[src/design/bpm_pkg.sv]
package bpm_pkg;

	// table geometry and poll timing
	localparam int NUM_BREAKPOINTS = 256;
	localparam int POLL_INTERVAL   = 500;
	localparam int POLL_W          = 16;

	// payload widths
	localparam int ADDR_W = 32;
	localparam int LEN_W  = 8;
	localparam int BYTE_W = 8;

	// configuration port
	localparam int APB_ADDR_W = 2;
	localparam int APB_DATA_W = 32;
	localparam logic [APB_ADDR_W-1:0] REG_SINGLE_STEP = '0;

	// debugger write decode
	localparam logic [BYTE_W-1:0] INSERT_BYTE = 8'hcc;
	localparam logic [LEN_W-1:0]  ONE_BYTE    = 8'd1;

	// stop reasons
	localparam logic [1:0] REASON_NONE       = 2'd0;
	localparam logic [1:0] REASON_BREAKPOINT = 2'd1;
	localparam logic [1:0] REASON_TRACE      = 2'd2;
	localparam logic [1:0] REASON_USER       = 2'd3;

	// write actions
	localparam logic [1:0] ACT_INSERTED = 2'd0;
	localparam logic [1:0] ACT_FULL     = 2'd1;
	localparam logic [1:0] ACT_REMOVED  = 2'd2;
	localparam logic [1:0] ACT_FORWARD  = 2'd3;

	// operation carried by a wave through the cell row
	localparam logic [1:0] OP_CHECK   = 2'd0;
	localparam logic [1:0] OP_INSERT  = 2'd1;
	localparam logic [1:0] OP_REMOVE  = 2'd2;
	localparam logic [1:0] OP_FORWARD = 2'd3;

	typedef struct packed {
		logic              valid;
		logic [1:0]        op;
		logic [ADDR_W-1:0] addr;
		logic [1:0]        pre_reason;
		logic              hit;
	} wave_t;

endpackage

[src/design/bpm_cell.sv]
module bpm_cell (
	input  logic           clk,
	input  logic           arst_n,
	input  logic           advance,
	input  bpm_pkg::wave_t wave_in,
	output bpm_pkg::wave_t wave_out
);
	import bpm_pkg::*;

	logic              entry_valid_q;
	logic [ADDR_W-1:0] entry_addr_q;
	logic              wave_valid_q;
	wave_t             wave_q;
	wave_t             wave_nxt;
	logic              addr_eq;
	logic              claim_insert;
	logic              claim_remove;
	logic              check_hit;
	logic              step;

	assign step         = advance && wave_in.valid;
	assign addr_eq      = entry_valid_q && (entry_addr_q == wave_in.addr);
	assign claim_insert = (wave_in.op == OP_INSERT) && !wave_in.hit && !entry_valid_q;
	assign claim_remove = (wave_in.op == OP_REMOVE) && !wave_in.hit && addr_eq;
	assign check_hit    = (wave_in.op == OP_CHECK) && addr_eq;

	// slot state
	always_ff @(posedge clk or negedge arst_n) begin
		if (!arst_n) begin
			entry_valid_q <= 1'b0;
		end else if (step && claim_insert) begin
			entry_valid_q <= 1'b1;
		end else if (step && claim_remove) begin
			entry_valid_q <= 1'b0;
		end
	end

	always_ff @(posedge clk) begin
		if (step && claim_insert) begin
			entry_addr_q <= wave_in.addr;
		end
	end

	// hand the wave to the next cell
	always_ff @(posedge clk or negedge arst_n) begin
		if (!arst_n) begin
			wave_valid_q <= 1'b0;
		end else if (advance) begin
			wave_valid_q <= wave_in.valid;
		end
	end

	always_comb begin
		wave_nxt     = wave_in;
		wave_nxt.hit = wave_in.hit | claim_insert | claim_remove | check_hit;
	end

	always_ff @(posedge clk) begin
		if (advance) begin
			wave_q <= wave_nxt;
		end
	end

	always_comb begin
		wave_out       = wave_q;
		wave_out.valid = wave_valid_q;
	end

endmodule

[config.mk]
export PLATFORM = sky130hd
export DESIGN_NAME = bpm_cell
export DESIGN_NICKNAME = d
export VERILOG_FILES = /design/src/design/bpm_pkg.sv /design/src/design/bpm_cell.sv
export SDC_FILE = /design/constraint.sdc
export NUM_CORES = 1
export LEC_CHECK = 0
export ABC_AREA = 1
export BUFFER_PORTS_ARGS = -buffer_cell sky130_fd_sc_hd__buf_4
export CAP_MARGIN = 15
export CORE_MARGIN = 4
export CORE_UTILIZATION = 48
export CTS_BUF_LIST = sky130_fd_sc_hd__clkbuf_4
export CTS_CLUSTER_SIZE = 12
export DETAILED_ROUTE_END_ITERATION = 10
export GPL_TIMING_DRIVEN = 1
export HOLD_SLACK_MARGIN = 0.08
export PLACE_DENSITY = 0.78
export SETUP_SLACK_MARGIN = 0.4
export SLEW_MARGIN = 20
export SYNTH_ARGS = -nofsm -noshare
export SYNTH_HDL_FRONTEND = slang
export SYNTH_SLANG_ARGS = --single-unit
[constraint.sdc]
create_clock -name clk -period 1.6 [get_ports clk]
set_input_delay 0.16 -clock clk [delete_from_list [all_inputs] [get_ports clk]]
set_output_delay 0.16 -clock clk [all_outputs]
set_load 0.01 [all_outputs]
=== Yosys cells after proc, flatten, opt, wreduce, memory -nomap -nowiden ===
Cells that the tools add are included.

* Output and inout bits: 38
* Word-level logic and storage cells: 28
* Register bits: 71
* Bits of input ports: 41

* Bitwise gates (word level): 3
* Muxes and demuxes: 2
* Reductions and logical operators: 13
* Equality and inequality tests: 3

{| class="wikitable"
|+ Operator list
! operator !! number
|-
| $eq 32x32->1 || 1
|-
| $logic_and 1x1->1 || 9
|-
| $or 1x1->1 || 3
|-
| $eq 2x1->1 const B || 1
|-
| $eq 2x2->1 const B || 1
|-
| $logic_not 1->1 || 2
|-
| $logic_not 2->1 || 1
|-
| $mux 1 || 2
|-
| $reduce_bool 2->1 || 1
|}

=== Depth between registers and ports, before layout ===
* Depth after elaboration: 6
* Mapped depth: 11
* Mapped depth without buffers: 11

=== Worst setup path after synthesis ===
OpenSTA, ideal clock, no wires.

* Kind: reg2reg
* Start: register entry_valid_q
* End: register entry_addr_q[0], enable pin
* Arrival: 1.386 ns
* Slack: -0.172 ns
* Clock period less this slack: 1.772 ns
* Required time: 1.213 ns
* Stages on the path, launching flop included: 4
* Library setup time: 0.387 ns
* Buffers on the path: 0
* Cell sequence: dfrtp_1 -> nor4_1 -> nand3_1 -> inv_1

* Cells in the longest elaborated chain, start to end: 3

{| class="wikitable"
|+ Ends and longest elaborated chain
! what !! line !! RTL
|-
| start: declaration || bpm_cell.sv:10 || <nowiki>logic entry_valid_q;</nowiki>
|-
| start signal: assignment || bpm_cell.sv:30 || <nowiki>entry_valid_q <= 1'b0;</nowiki>
|-
| start signal: assignment || bpm_cell.sv:32 || <nowiki>entry_valid_q <= 1'b1;</nowiki>
|-
| start signal: assignment || bpm_cell.sv:34 || <nowiki>entry_valid_q <= 1'b0;</nowiki>
|-
| $logic_not 1->1 || bpm_cell.sv:23 || <nowiki>assign claim_insert = (wave_in.op == OP_INSERT) && !wave_in.hit && !entry_valid_q;</nowiki>
|-
| $logic_and 1x1->1 || bpm_cell.sv:23 ||
|-
| $logic_and 1x1->1 || bpm_cell.sv:39 || <nowiki>if (step && claim_insert) begin</nowiki>
|-
| end signal: assignment || bpm_cell.sv:40 || <nowiki>entry_addr_q <= wave_in.addr;</nowiki>
|-
| end: declaration || bpm_cell.sv:11 || <nowiki>logic [ADDR_W-1:0] entry_addr_q;</nowiki>
|}

Every way passes these cells.
A chain may end at the register's enable or synchronous reset.

=== Worst setup path after layout ===
* Start: register entry_valid_q
* End: register entry_addr_q[29], enable pin

The elaborated chain is that of the path after synthesis.

==> metrics.txt <==
outcome=complete, no violations; final setup TNS=0 ns; vias in the first global route=2000; Final Hold Violating Endpoints=0; sequential share of power=0.579; crit-path cells=nor4_4 -> nand3_2 -> clkinvlp_4 -> clkbuf_16; initial core utilization=0.498; Total Wirelength=6.29 mm; Port Buffer Count=78; largest net degree at the start of global routing=33; ant diodes=0; endpoint type of the worst setup path=flop; RSZ-0062 raised after global routing=yes; final-stage net count=about 390; multiplexer share of the synthesized area=0; Worst-Margin Slew=between 0.2 and 0.3 ns; Seq/Total Area, Yosys=0.774; Gate power share=0.127; most frequent cell after synthesis=edfxtp_1; first-pass GRT wire length=around 9.7 mm; power per cell area=916 mW/mm²; largest family of logic cells by synthesized area=simple AND/OR/NAND/NOR gates; crit path DAT=about 1.6 ns; vias=1971; htree depth=3; minimum clock period=about 1.5 ns; Hold Path Class=input port to flop; adder-cell share of the synthesized area=0; crit-path max FO=8; top cells by area, synth=edfxtp_1 76%, nand2_1 8.4%, inv_1 4.8%, xnor2_1 3.2%, nor2_1 2.5%; Peak Freq=between 0.6 and 0.7 GHz; Startpoint Class=flop; Post-Synthesis Cells=about 210; detailed placer's ending HPWL=between 3 and 4 mm; initial antenna violation count=0; leakage=between 0.0015 and 0.002 µW; Synth Cell Area=~0.0027 mm²; die area=0.00698 mm²; # IOs=~80; CTS tree=built; Initial DRC Count=about 140; Area growth, synth to finish=49.5%; Slew HR=0.818; Int Power=between 2000 and 3000 µW; clock sink count=71; placer congestion estimate=0.765; Worst Path Buf+Inv=2; Synth Area in Simple Gates=0.124; clock root buffer=clkbuf_4; Critical Path RT=1.73 ns; post-synth top area cell=edfxtp_1; final setup vio count=0; post-route cell area=slightly above 0.004 mm²; Yosys warnings=0; drt wl/cell=between 10 and 15 µm; top post-synthesis cells by count=69 x edfxtp_1, 61 x nand2_1, 35 x inv_1; async set or reset register ratio after synthesis=0.0282; top cell type's share of synthesized area=0.756; ANT nets after route=0; count of flip-flops with a built-in enable after synthesis=69; clk slew on worst S/H paths=approximately 0.12 ns; DR vias/cell=~4.6; Main synth FF type=edfxtp_1; Critical Path Max Stage Delay=around 0.44 ns; total CTS buffers=9; critical path class=flop to flop; clk_skew=around 0.018 ns; Die H=about 84 µm; Clock Latency Late Sink=0.41 ns; Worst path slowest cell=dfrtp_1; count of cell types in the netlist=17; Syn Nets=between 200 and 300; Synth Register Bits=71; DRC violations left=0; grt ovf=0; Synth Area in Compound Gates=0.0192; Slew Limit Fails=0; clock share of power=0.294; CORE AREA=about 0.0055 mm²; Reg2Reg Setup Slack=roughly 0.15 ns; layout cells sized above 1=0.301; DP Area=0.00345 mm²; Avg Synthesized Cell Area=between 10 and 15 µm²; CP top delay family=flip-flops; DR pass1 iterations=4; clock buffer depth=2; fin crit share=0.907; switching share of power=0.229; Worst VDD drop=around 0.0006 V; post-synthesis xor/xnor area fraction=0.0319; max cap viols=0; NetSw=about 860 µW; row cnt=27; Tot GR Track Use=0.181; width of the die=between 80 and 90 µm
==> repair_timing <==
| action | 4_1_cts | 5_1_grt |
|---|---|---|
| hold endpoints to repair | 73 | 0 |
| cloned | 0 | 3 |
| resized for setup | 0 | 4 |
| hold buffers | 41 | 0 |
| endpoints found under the setup margin | 34 | 34 |
| setup buffers | 0 | 2 |
| pin swaps | 1 | 6 |
==> cell families after synthesis <==
logic type,count (synthesis)
XOR/XNOR,10
AO/OA/AOI/OAI,9
buffers and inverters,36
flip-flops,71
AND/OR/NAND/NOR,87
==> metal layers <==
metal  track usage  routed length [µm]  vias up
met5             0                   0        -
met4        0.0746                 105        0
met3        0.0622                 359        9
met2         0.308                3260       58
met1         0.207                2570      922
li1              -                   -      982
==> worst register-to-register path: stages (launching register included) <==
cell and delay (ns):
dfrtp_1 0.44, nor4_4 0.20, nand3_2 0.15, clkinvlp_4 0.19, clkbuf_16 0.19
==> power by group through the flow <==
stage | logic [µW] | clock network, µW | registers (µW)
after floorplan | 78.5 | 0 | 2250
after global placement | 372 | 0 | 2210
after detailed placement | 383 | 0 | 2210
after CTS | 464 | 1130 | 2170
after global routing | 516 | 1230 | 2180
final | 477 | 1100 | 2170
==> state kept, by name, summed over array words and instances (netlist names) <==
register	cells
wave_out	37
entry_addr_q	32
entry_valid_q	1
wave_valid_q	1
==> through the flow <==
stage / hold WS (ns) / instances / power (µW) / setup slack (ns) / utilization
finish: 0.126 / 427 / 3750 / 0.149 / 0.744
global route: 0.119 / 427 / 3930 / 0.0466 / 0.744
CTS: 0.0939 / 422 / 3760 / 0.132 / 0.727
detailed placement: -0.0552 / 365 / 2590 / 0.131 / 0.627
global placement: -0.0555 / 365 / 2580 / 0.210 / 0.627
floorplan: -0.136 / 213 / 2330 / 0.137 / -
==> layout by cell type, fill, tap and decap left out, types with 2 or more instances in the layout <==
cell type / instances
edfxtp_1: 69
inv_1: 34
o22ai_1: 4
buf_4: 82
clkbuf_4: 10
dfrtp_1: 2
clkinv_2: 3
dlygate4sd3_1: 41
clkinvlp_4: 2
nor2_1: 17
nand3_1: 3
xnor2_1: 10
nor2_2: 2
o21ai_0: 2
nand2_1: 61
clkbuf_16: 2
==> area by class of cell <==
| class | count | area, µm² |
|---|---|---|
| timing repair buffer | 127 | 1110 |
| clock inverter | 6 | 61.3 |
| inverter | 35 | 135 |
| tap | 72 | 90.1 |
| clock buffer | 10 | 75.1 |
| multi-input combinational | 106 | 503 |
| sequential | 71 | 2120 |
| fill | 380 | 1410 |
==> final timing paths <==
kind / from / to / cells past startpoint
max: entry_valid_q / entry_addr_q[29] / 4
min: wave_in[0] / entry_valid_q / 5
max reg2reg: entry_valid_q / entry_addr_q[29] / 4
min reg2reg: wave_valid_q / wave_valid_q / 2
max in group asynchronous: arst_n / wave_valid_q / 3
min in group asynchronous: arst_n / entry_valid_q / 3
Note: power is estimated with default switching activity, not from simulation.
